File: config.mk
export PLATFORM = sky130hd
export DESIGN_NAME = led_cell
export DESIGN_NICKNAME = d
export VERILOG_FILES = /design/src/design/led_pkg.sv /design/src/design/led_cell.sv
export SDC_FILE = /design/constraint.sdc
export NUM_CORES = 1
export LEC_CHECK = 0
export BUFFER_PORTS_ARGS = -buffer_cell sky130_fd_sc_hd__buf_2
export CORE_MARGIN = 4
export CORE_UTILIZATION = 46
export CTS_BUF_LIST = sky130_fd_sc_hd__clkbuf_16
export CTS_CLUSTER_SIZE = 30
export DETAILED_ROUTE_END_ITERATION = 16
export PLACE_DENSITY = 0.78
export SETUP_SLACK_MARGIN = 0.05
export SYNTH_ARGS = -nofsm -noshare
export SYNTH_HDL_FRONTEND = slang
export SYNTH_SLANG_ARGS = --single-unit
File: constraint.sdc
create_clock -name clk -period 4.1 [get_ports clk]
set_clock_uncertainty 0.05 [all_clocks]
set_input_delay 0.205 -clock clk [delete_from_list [all_inputs] [get_ports clk]]
set_output_delay 0.205 -clock clk [all_outputs]
set_load 0.005 [all_outputs]
File: src/design/led_pkg.sv
package led_pkg;

	// Width of one string character.
	localparam int unsigned CharW = 8;

	// Width of the distance field on the result stream.
	localparam int unsigned DistW = 7;

	// Operation codes carried in the lowest bit of the input tuser.
	typedef enum logic {
		OP_LOAD  = 1'b0,
		OP_QUERY = 1'b1
	} op_t;

	// Control and character of one wavefront moving down the cell chain.
	typedef struct packed {
		logic             valid;
		logic             last;  // wave closes a query and yields a result
		logic             upd;   // wave updates the cost row
		logic             fix;   // result is fixed at entry, cells leave it alone
		logic             tl;    // too-long flag of the result
		logic [CharW-1:0] ch;    // query character
	} wave_t;

endpackage

File: src/design/led_cell.sv
module led_cell #(
	parameter int unsigned LW  = 7,
	parameter int unsigned IW  = 6,
	parameter int unsigned IDX = 1
) (
	input  logic                          clk,
	input  logic                          arst_n,
	input  logic                          en,
	input  logic                          init,
	input  logic                          ld_we,
	input  logic [IW-1:0]                 ld_idx,
	input  logic [led_pkg::CharW-1:0]     ld_char,
	input  logic [LW-1:0]                 ref_len,
	input  led_pkg::wave_t                wave_in,
	input  logic [LW-1:0]                 left_in,
	input  logic [LW-1:0]                 diag_in,
	input  logic [LW-1:0]                 res_in,
	output led_pkg::wave_t                wave_out,
	output logic [LW-1:0]                 left_out,
	output logic [LW-1:0]                 diag_out,
	output logic [LW-1:0]                 res_out
);

	logic [led_pkg::CharW-1:0] ch_q;
	logic [LW-1:0]             cost_q;
	led_pkg::wave_t            wave_q;
	logic [LW-1:0]             left_q;
	logic [LW-1:0]             diag_q;
	logic [LW-1:0]             res_q;

	logic          act;
	logic          mism;
	logic [LW:0]   up1;
	logic [LW:0]   lf1;
	logic [LW:0]   sub;
	logic [LW:0]   m1;
	logic [LW:0]   m2;
	logic [LW-1:0] new_cost;
	logic [LW-1:0] res_nxt;

	// This cell holds column IDX of the cost row and reference character IDX-1.
	assign act  = (LW'(IDX) <= ref_len);
	assign mism = (ch_q != wave_in.ch);
	assign up1  = {1'b0, cost_q} + (LW+1)'(1);
	assign lf1  = {1'b0, left_in} + (LW+1)'(1);
	assign sub  = {1'b0, diag_in} + (LW+1)'(mism);

	always_comb begin
		m1       = (up1 < lf1) ? up1 : lf1;
		m2       = (m1 < sub) ? m1 : sub;
		new_cost = LW'(m2);
		if (wave_in.fix || !act) begin
			res_nxt = res_in;
		end else if (wave_in.upd) begin
			res_nxt = new_cost;
		end else begin
			res_nxt = cost_q;
		end
	end

	always_ff @(posedge clk) begin
		if (ld_we && (ld_idx == IW'(IDX - 1))) begin
			ch_q <= ld_char;
		end
	end

	always_ff @(posedge clk or negedge arst_n) begin
		if (!arst_n) begin
			cost_q <= '0;
		end else if (init) begin
			cost_q <= LW'(IDX);
		end else if (en && wave_in.valid && wave_in.upd && act) begin
			cost_q <= new_cost;
		end
	end

	always_ff @(posedge clk or negedge arst_n) begin
		if (!arst_n) begin
			wave_q <= '0;
		end else if (en) begin
			wave_q <= wave_in;
		end
	end

	// The old cost goes on as the diagonal term of the next column.
	always_ff @(posedge clk) begin
		if (en) begin
			left_q <= new_cost;
			diag_q <= cost_q;
			res_q  <= res_nxt;
		end
	end

	assign wave_out = wave_q;
	assign left_out = left_q;
	assign diag_out = diag_q;
	assign res_out  = res_q;

endmodule

==> results by group, run 1 <==
Global route
  • Vias in the first global route: 2531
  • Pin count of the biggest net entering global routing: 36
  • Total GRT Usage: 0.204
  • Initial antenna violation count: 0
  • GRT Residual Overflow: 0
  • Global-route wire length before repair: around 12 mm

Outcome
  • Status: complete, but fails checks
  • Failing checks: negative setup slack

Worst setup path
  • Startpoint Class: flip-flop
  • Top Family by Delay on Critical Path: compound AO/OA/AOI/OAI gates
  • Critical path required time: approximately 4100 ps
  • CP Class: reg -> reg
  • Worst-path maximum fanout: 5
  • WP data arrival: 4280 ps
  • Critical Path, Cell by Cell: buf_6 > inv_1 > nor4_2 > buf_4 > ha_1 > buf_4 > a21oi_1 > nand2_1 > a32oi_1 > ha_1 > a21oi_1 > o21ai_2 > buf_4 > a21oi_4 > o21ai_4 > buf_12 > mux2i_4 > o21ai_1
  • CP endpoint kind: flip-flop
  • Slowest stage delay, CP: 570 ps
  • Cell at the slowest stage of the critical path: a32oi_1
  • Most common cell on crit path: buf_4
  • Bufs and invs on worst path: 6

Cells and area
  • Ant. Diodes: 0
  • Area grow syn2layout: 43.7%
  • Layout Nets: 468
  • Fin area: 0.00409 mm²
  • Share of post-route cells with drive strength above 1: 0.477
  • Core Util, Final: 0.686

Floorplanning
  • Initial core utilization: 0.477
  • Core Rows: 28
  • I/O pin cnt: 94
  • Core area: between 0.005 and 0.006 mm²
  • Die X: 86.6 µm
  • Die height: 86.6 µm
  • Die ar.: 0.00750 mm²

Logic synthesis
  • Syn nets: 340
  • Largest cells by area after synthesis: edfxtp_1 (31%), dfrtp_1 (18%), ha_1 (7.5%)
  • Yosys cell types: 45
  • Top cell type's share of synthesized area: 0.306
  • Top post-synthesis cells by count: edfxtp_1 (29), inv_1 (27), nand2_1 (22), o21ai_0 (22), dfrtp_1 (20)
  • Ys async rst share: 0.408
  • Ys Warns: 0
  • Most common cell in the netlist: edfxtp_1
  • Sequential fraction of the synthesis area: 0.482
  • Synth Flop Type: edfxtp_1
  • Cell taking the most area after synthesis: edfxtp_1
  • Netlist Area Pre-Place: between 0.002 and 0.003 mm²
  • Post-synth EDFFs: 29
  • Yosys reg bits: 49
  • Synthesized area per cell: approximately 11 µm²
  • Synth Instances: 263

Clock network
  • Worst-Skew Late Latency: 280 ps
  • Num Clock Sinks: 49
  • Total CTS buffers: 5
  • H-tree depth: 2
  • CTS max path bufs: 2
  • CTS tree: done
  • Clock slew at reported path FFs: 70 ps
  • Clk root buf: clkbuf_16

Timing
  • Final Cycle Share: 1.05
  • RSZ-0062 raised after global routing: yes
  • Setup-failing EPs final: 19
  • Max Fclk: 232 MHz
  • Setup Total Neg Slack: -2850 ps
  • Period minus WS final: 4320 ps
  • Final Hold Viols: 0
  • Least-Margin Pin Slew: a little under 900 ps
  • Final Max Slew Viols: 0
  • Worst setup margin: -215 ps
  • Slew headroom: 0.404

Drt
  • Iter 0 DRT Violations: about 220
  • Drt drc: 0
  • Wire per inst: 18.6 µm
  • Routed Antenna Nets: 0
  • Vias/cell: 5.79
  • Vias post-DR: roughly 2700
  • DR pass1 iterations: 6
  • Routed WL: 8.66 mm

Run
  • Number of max-cap violations: 0

Placed design
  • Final GP Congestion: about 0.85
  • Placed cell area: 0.00351 mm²
  • PortBufs: 93
  • Hpwl dp: 5.71 mm
  • Dpl ws: -180 ps

Hold path
  • Worst Hold Class: in -> reg

Pwr
  • Power density over the cells: ~300 mW/mm²
  • Max rail drop VDD: roughly 0.00019 V
  • Static Leakage: 1.87 nW
[state kept, by name, summed over array words and instances, names as in the netlist]
name,cells
res_out,7
cost_q,7
diag_out,7
left_out,7
wave_out,13
ch_q,8
[worst reg2reg max path: cells and delay by family, from the launching register on]
kind,cells,cell delay [ps]
mux,1,230
simple gates,2,450
compound gates,7,1410
flops,1,400
buf+inv,6,880
fa+ha+maj,2,640
[stage by stage]
step	instances	total power [mW]	hold WS (ps)
after floorplan	263	0.684	-141
after global placement	444	0.780	128
after detailed placement	444	0.788	140
after CTS	457	1.19	44.2
after global routing	467	1.29	39.8
final	467	1.25	45.5
[final timing paths]
kind | startpoint | endpoint | slack (ps) | cells after the start
worst max-delay path | cost_q[0]$_DFFE_PN0P_ | res_out[3]$_DFFE_PP_ | -220 | 18
worst min-delay path | ld_char[7] | ch_q[7]$_DFFE_PP_ | 50 | 1
worst max register to register | cost_q[0]$_DFFE_PN0P_ | res_out[3]$_DFFE_PP_ | -220 | 18
worst min register to register | wave_out[1]$_DFFE_PN0P_ | wave_out[1]$_DFFE_PN0P_ | 450 | 1
max in group asynchronous | arst_n | cost_q[3]$_DFFE_PN0P_ | 3260 | 2
min in group asynchronous | arst_n | wave_out[9]$_DFFE_PN0P_ | 370 | 2
[metal layers]
layer	global-route usage	wire length, µm
met5	0	0
met4	0.0567	286
met3	0.0342	697
met2	0.363	4390
met1	0.255	3290
[where the power goes]
part	leakage (nW)	switching, mW	internal (mW)
clock	0.0762	0.166	0.221
combinational	1.27	0.152	0.141
sequential	0.523	0.0132	0.556
[cell type report]
class,count,area [µm²]
Sequential cell,49,1370
Multi-Input combinational cell,183,1640
Clock inverter,3,12.5
Fill cell,404,1870
Tap cell,75,93.8
Timing Repair Buffer,125,736
Inverter,27,101
Clock buffer,5,125
[timing repair]
item | in CTS | in global routing
pin swaps | 5 | 27
setup buffers | 4 | 10
endpoints found under the hold margin | 20 | 0
hold buffers | 1 | 0
gates cloned | 0 | 0
setup endpoints to repair | 20 | 21
gates resized for setup | 26 | 28
[cells in the final DEF, fill, tap and decap left out, types with 2 or more instances in the layout]
| cell type | instances |
|---|---|
| buf_2 | 93 |
| nand4_1 | 2 |
| nand2_1 | 22 |
| xor2_1 | 12 |
| nor3_1 | 2 |
| a211oi_2 | 2 |
| buf_6 | 4 |
| inv_1 | 28 |
| nand3_1 | 10 |
| o21ai_1 | 10 |
| nor2_1 | 8 |
| mux2_2 | 12 |
| o21ai_2 | 6 |
| xnor2_4 | 2 |
| clkbuf_16 | 5 |
| o21ai_0 | 19 |
| buf_4 | 26 |
| edfxtp_1 | 29 |
| dfrtp_2 | 2 |
| nor4_1 | 4 |
| mux2i_4 | 7 |
| mux2i_1 | 2 |
| ha_4 | 5 |
| ha_1 | 12 |
| o21ai_4 | 2 |
| a21o_1 | 2 |
| nand2b_1 | 2 |
| xnor2_1 | 7 |
| dfrtp_1 | 18 |
| a21oi_1 | 4 |
[kinds of logic (layout without fill, tap and decap cells)]
| kind of cell | after synthesis | count (layout) | synth area share |
|---|---|---|---|
| and+or+nand+nor | 65 | 65 | 0.119 |
| AOI/OAI and AO/OA | 57 | 57 | 0.125 |
| DFF | 49 | 49 | 0.482 |
| buffers and inverters | 31 | 160 | 0.0462 |
| xor gates and xnor gates | 22 | 22 | 0.0678 |
| muxes | 22 | 22 | 0.0845 |
| adders and majority gates | 17 | 17 | 0.0748 |
Power figures use the tool's default switching activity.
==> inputs of run 2 (changes only) <==
--- a/config.mk
+++ b/config.mk
@@ -6,13 +6,13 @@
 export NUM_CORES = 1
 export LEC_CHECK = 0
 export BUFFER_PORTS_ARGS = -buffer_cell sky130_fd_sc_hd__buf_2
+export CAP_MARGIN = 25
 export CORE_MARGIN = 4
 export CORE_UTILIZATION = 46
 export CTS_BUF_LIST = sky130_fd_sc_hd__clkbuf_16
 export CTS_CLUSTER_SIZE = 30
 export DETAILED_ROUTE_END_ITERATION = 16
 export PLACE_DENSITY = 0.78
-export SETUP_SLACK_MARGIN = 0.05
 export SYNTH_ARGS = -nofsm -noshare
 export SYNTH_HDL_FRONTEND = slang
 export SYNTH_SLANG_ARGS = --single-unit
==> results by group, run 2 (synthesis results as in run 1) <==
Placed design
  • Placed cell area: 0.00353 mm²
  • PortBufs: 93
  • Placed cells: 448
  • Hpwl dp: around 5.6 mm
  • Final GP Congestion: 0.890

Global route
  • Pin count of the biggest net entering global routing: 36
  • Total GRT Usage: 0.201
  • Vias in the first global route: around 2500
  • Initial antenna violation count: 0
  • Global-route wire length before repair: approximately 12 mm
  • GRT Residual Overflow: 0

Drt
  • Drt drc: 0
  • Routed WL: approximately 8.4 mm
  • Vias/cell: approximately 5.5
  • Wire per inst: 17.7 µm
  • Vias post-DR: ~2600
  • Routed Antenna Nets: 0
  • Iter 0 DRT Violations: 242
  • DR pass1 iterations: 4

Clock network
  • Clock slew at reported path FFs: 70 ps
  • Clk root buf: clkbuf_16
  • Num Clock Sinks: 49
  • Worst-Skew Late Latency: about 280 ps
  • CTS max path bufs: 2
  • CTS tree: done
  • H-tree depth: 2
  • Total CTS buffers: 5

Pwr
  • Switching share of power: 0.263
  • Net Sw Power: 0.342 mW
  • Clk pwr share: 0.345
  • Comb power frac: 0.217
  • Max rail drop VDD: 0.000215 V
  • P_int: ~0.96 mW
  • Static Leakage: 1.87 nW
  • Sequential Power Share: 0.438
  • Power density over the cells: 315 mW/mm²

Worst setup path
  • Crit path depth: 19
  • R2r worst-path depth: 19
  • Critical Path, Cell by Cell: buf_6 > nand3_4 > xnor2_4 > inv_1 > ha_2 > a2111oi_4 > o21bai_2 > a211oi_2 > nand2b_4 > buf_6 > mux2i_2 > ha_1 > a21oi_2 > nor3_4 > a21oi_2 > o21ai_4 > buf_6 > mux2i_4 > o21ai_1
  • Critical path required time: 4070 ps
  • Reg2Reg Capture Point: res_out[5]$_DFFE_PP_
  • CP Class: reg -> reg
  • Startpoint Class: flip-flop
  • CP endpoint kind: flip-flop
  • Top Family by Delay on Critical Path: compound AO/OA/AOI/OAI gates
  • Slowest stage delay, CP: 430 ps
  • Worst-path maximum fanout: 5
  • RR Startpoint: cost_q[0]$_DFFE_PN0P_
  • WP data arrival: 4200 ps
  • Most common cell on crit path: buf_6
  • Cell at the slowest stage of the critical path: dfrtp_1
  • Bufs and invs on worst path: 4
  • Reg2reg setup slack: -130 ps

Timing
  • Final Cycle Share: 1.03
  • Worst setup margin: -127 ps
  • Hold Worst Slack: approximately 49 ps
  • Slew headroom: 0.458
  • Least-Margin Pin Slew: 813 ps
  • Final Hold Viols: 0
  • RSZ-0062 raised after global routing: yes
  • Max Fclk: 237 MHz
  • Setup-failing EPs final: 14
  • Period minus WS final: 4230 ps
  • Final Max Slew Viols: 0

Cells and area
  • Most used cells in the layout excluding fill and tap cells: buf_2 (93), edfxtp_1 (29), buf_4 (29)
  • Fin area: roughly 0.0041 mm²
  • Area occupied by multi-input gates: between 0.0015 and 0.002 mm²
  • Commonest non-fill, non-tap cell in the layout: buf_2
  • Fill cell count: between 400 and 500
  • Area grow syn2layout: 44.9%
  • Layout Cells excl Fill: 471
  • Layout Nets: 472
  • Max reg flops: 13
  • Core Util, Final: 0.692
  • Share of post-route cells with drive strength above 1: 0.492
  • Seq. cell area: between 0.001 and 0.0015 mm²
  • Ant. Diodes: 0

Hold path
  • Hold Crit Endpoint: ch_q[3]$_DFFE_PP_
  • Worst Hold Class: in -> reg
  • WHS Path Cells: 1
  • Worst Hold Launch: ld_char[3]

Floorplanning
  • Initial core utilization: 0.477
  • I/O pin cnt: 94
  • Core area: 0.00596 mm²
  • Die X: 86.6 µm
  • Die height: 86.6 µm
  • Core Rows: 28
  • Die ar.: 0.00750 mm²

Outcome
  • Status: complete, but fails checks
  • Failing checks: negative setup slack

Run
  • Number of max-cap violations: 0
==> run 2: cell count changes in the layout (fill, tap and decap cells not counted), moves of 2 or more <==
cell / before / now
buf_4: 26 / 29
buf_6: 4 / 6
ha_4: 5 / 3
inv_1: 28 / 26
o21ai_1: 10 / 8
o21ai_2: 6 / 9
==> run 2: worst max path at each step <==
stage	startpoint	end
floorplan	cost_q[0]$_DFFE_PN0P_	res_out[1]$_DFFE_PP_
global placement	cost_q[2]$_DFFE_PN0P_	res_out[1]$_DFFE_PP_
detailed placement	cost_q[0]$_DFFE_PN0P_	res_out[1]$_DFFE_PP_
CTS	cost_q[1]$_DFFE_PN0P_	res_out[5]$_DFFE_PP_
global route	cost_q[0]$_DFFE_PN0P_	res_out[1]$_DFFE_PP_
finish	cost_q[0]$_DFFE_PN0P_	res_out[5]$_DFFE_PP_
==> run 2: per-stage QoR <==
step	worst slack (ps)	setup TNS [ps]	total power, mW
floorplan	28.6	0	0.683
global placement	-132	-492	0.780
detailed placement	-304	-3210	0.789
CTS	10.9	0	1.25
global route	-285	-4380	1.35
finish	-127	-1100	1.30
==> run 2: area by class of cell <==
class	count	area share
Clock inverter	2	0.00334
Tap cell	75	0.0228
Inverter	27	0.0246
Clock buffer	6	0.0364
Timing Repair Buffer	129	0.185
Multi-Input combinational cell	183	0.395
Sequential cell	49	0.333
==> run 2: power by group through the flow <==
stage          Clock, mW  Combinational, mW  Sequential, mW
2_1_floorplan          0              0.102           0.581
3_3_place_gp           0              0.205           0.575
3_5_place_dp           0              0.213           0.577
4_1_cts            0.443              0.243           0.567
5_1_grt            0.468              0.307           0.571
6_report           0.447              0.282           0.569
==> run 2: routing by layer <==
layer / vias to the layer above / global-route usage / routed length, µm
met1: 1211 / 0.244 / 3270
met5: - / 0 / 0
met3: 22 / 0.0371 / 657
li1: 1206 / - / -
met4: 0 / 0.0850 / 205
met2: 157 / 0.347 / 4220
==> run 2: repair_timing <==
item	4_1_cts	5_1_grt
hold buffers	1	0
hold endpoints to repair	20	0
resized for setup	28	30
setup endpoints to repair	21	21
pin swaps	4	17
setup buffers	4	10
==> inputs of run 3 (changes only) <==
--- a/config.mk
+++ b/config.mk
@@ -5,7 +5,7 @@
 export SDC_FILE = /design/constraint.sdc
 export NUM_CORES = 1
 export LEC_CHECK = 0
-export BUFFER_PORTS_ARGS = -buffer_cell sky130_fd_sc_hd__buf_2
+export BUFFER_PORTS_ARGS = -buffer_cell sky130_fd_sc_hd__buf_4
 export CAP_MARGIN = 25
 export CORE_MARGIN = 4
 export CORE_UTILIZATION = 46
==> results by group, run 3 (synthesis results as in run 1) <==
Outcome
  • Status: complete, but fails checks
  • Failing checks: negative setup slack

Clock network
  • CTS tree: done
  • CTS max path bufs: 2
  • H-tree depth: 2
  • Clock slew at reported path FFs: ~60 ps
  • Clk root buf: clkbuf_16
  • Worst-Skew Late Latency: 290 ps
  • Num Clock Sinks: 49
  • Total CTS buffers: 5

Drt
  • Vias/cell: 5.77
  • Routed WL: 9.26 mm
  • Iter 0 DRT Violations: between 200 and 250
  • DR pass1 iterations: 5
  • Routed Antenna Nets: 0
  • Wire per inst: 19.5 µm
  • Vias post-DR: 2745
  • Drt drc: 0

Worst setup path
  • Bufs and invs on worst path: 6
  • Critical path required time: 4070 ps
  • Cell at the slowest stage of the critical path: dfrtp_1
  • RR Startpoint: cost_q[0]$_DFFE_PN0P_
  • Reg2reg setup slack: -250 ps
  • Critical Path, Cell by Cell: buf_6 > inv_1 > nor4_2 > buf_4 > ha_1 > buf_4 > a21oi_1 > nand2_1 > buf_4 > o221a_1 > ha_1 > nand2_1 > nor3_2 > nor2_2 > o21ai_4 > buf_6 > mux2i_4 > o21ai_1
  • Worst Setup SP: cost_q[0]$_DFFE_PN0P_
  • CP Class: reg -> reg
  • CP endpoint kind: flip-flop
  • Worst-path maximum fanout: 5
  • Top Family by Delay on Critical Path: compound AO/OA/AOI/OAI gates
  • Most common cell on crit path: buf_4
  • Slowest stage delay, CP: 410 ps
  • Startpoint Class: flip-flop
  • WP data arrival: 4320 ps

Timing
  • Period minus WS final: 4350 ps
  • Final Max Slew Viols: 0
  • Worst setup margin: -248 ps
  • Least-Margin Pin Slew: 828 ps
  • Setup-failing EPs final: 18
  • RSZ-0062 raised after global routing: yes
  • Final Hold Viols: 0
  • Max Fclk: between 200 and 250 MHz
  • Slew headroom: 0.448
  • Final Cycle Share: 1.06
  • Hold Worst Slack: 43.2 ps

Placed design
  • Dpl ws: -199 ps
  • PortBufs: 93
  • Hpwl dp: 5.73 mm
  • Final GP Congestion: 0.824

Cells and area
  • Max reg flops: 13
  • Ant. Diodes: 0
  • Seq. cell area: 0.00137 mm²
  • Area occupied by multi-input gates: about 0.0016 mm²
  • Most used cells in the layout excluding fill and tap cells: buf_4 (125), edfxtp_1 (29), inv_1 (26)
  • Core Util, Final: 0.732
  • Share of post-route cells with drive strength above 1: 0.494
  • Layout Nets: 477
  • Area grow syn2layout: 53.4%
  • Fill cell count: 378
  • Commonest non-fill, non-tap cell in the layout: buf_4

Global route
  • Global-route wire length before repair: about 12 mm
  • GRT Residual Overflow: 0
  • Initial antenna violation count: 0
  • Total GRT Usage: 0.207
  • Pin count of the biggest net entering global routing: 36
  • Vias in the first global route: 2566

Floorplanning
  • Die X: ~87 µm
  • Initial core utilization: 0.477
  • Core Rows: 28
  • Die height: 86.6 µm
  • I/O pin cnt: between 90 and 100
  • Core area: just under 0.006 mm²
  • Die ar.: 0.00750 mm²

Hold path
  • Worst Hold Launch: ld_char[1]
  • Worst Hold Class: in -> reg

Pwr
  • Static Leakage: 1.96 nW
  • Max rail drop VDD: 0.000252 V
  • Power density over the cells: 296 mW/mm²

Run
  • Number of max-cap violations: 0
## run 3: per-stage QoR
step           TNS (ps)  power [mW]  std cells  cell area [µm²]
4_1_cts               0        1.24        463             4080
2_1_floorplan         0       0.683        263             2840
5_1_grt           -5950        1.33        476             4360
3_5_place_dp      -1810       0.819        449             3770
3_3_place_gp       -405       0.811        449             3770
6_report          -3200        1.29        476             4360
## run 3: area by class of cell
| type | count | area share |
|---|---|---|
| Clock buffer | 5 | 0.0287 |
| Clock inverter | 3 | 0.00316 |
| Inverter | 27 | 0.0232 |
| Multi-Input combinational cell | 183 | 0.371 |
| Sequential cell | 49 | 0.315 |
| Tap cell | 75 | 0.0215 |
| Timing Repair Buffer | 134 | 0.238 |
## run 3: final timing paths
kind,to,cells past startpoint
worst max register to register,res_out[5]$_DFFE_PP_,18
min in group asynchronous,wave_out[8]$_DFFE_PN0P_,2
worst max-delay path,res_out[5]$_DFFE_PP_,18
max in group asynchronous,cost_q[2]$_DFFE_PN0P_,2
worst min-delay path,ch_q[1]$_DFFE_PP_,1
worst min register to register,wave_out[3]$_DFFE_PN0P_,1
## run 3: worst register-to-register path, cell delays in order, from the launching register on
cell and delay, ps:
dfrtp_1 410, buf_6 150, inv_1 60, nor4_2 270, buf_4 160, ha_1 240
buf_4 150, a21oi_1 270, nand2_1 180, buf_4 170, o221a_1 320, ha_1 330
nand2_1 90, nor3_2 260, nor2_2 100, o21ai_4 320, buf_6 190, mux2i_4 270
o21ai_1 100
## run 3: routing by layer
metal  vias to the layer above  wire length [µm]  GRT usage
met1                      1287              3370      0.245
li1                       1218                 -          -
met2                       195              4570      0.364
met3                        45               804     0.0390
met4                         0               518     0.0935
met5                         -                 0          0
## run 3: where the power goes
part	internal [mW]	switching, mW	leakage [nW]
combinational	0.171	0.153	1.36
sequential	0.556	0.0139	0.525
clock	0.222	0.174	0.0767
## run 3: timing repair
| action | CTS | global route |
|---|---|---|
| endpoints found under the hold margin | 20 | 0 |
| pin swaps | 2 | 26 |
| resized for setup | 22 | 37 |
| setup buffers | 5 | 13 |
| endpoints found under the setup margin | 18 | 21 |
| hold buffers | 1 | 0 |
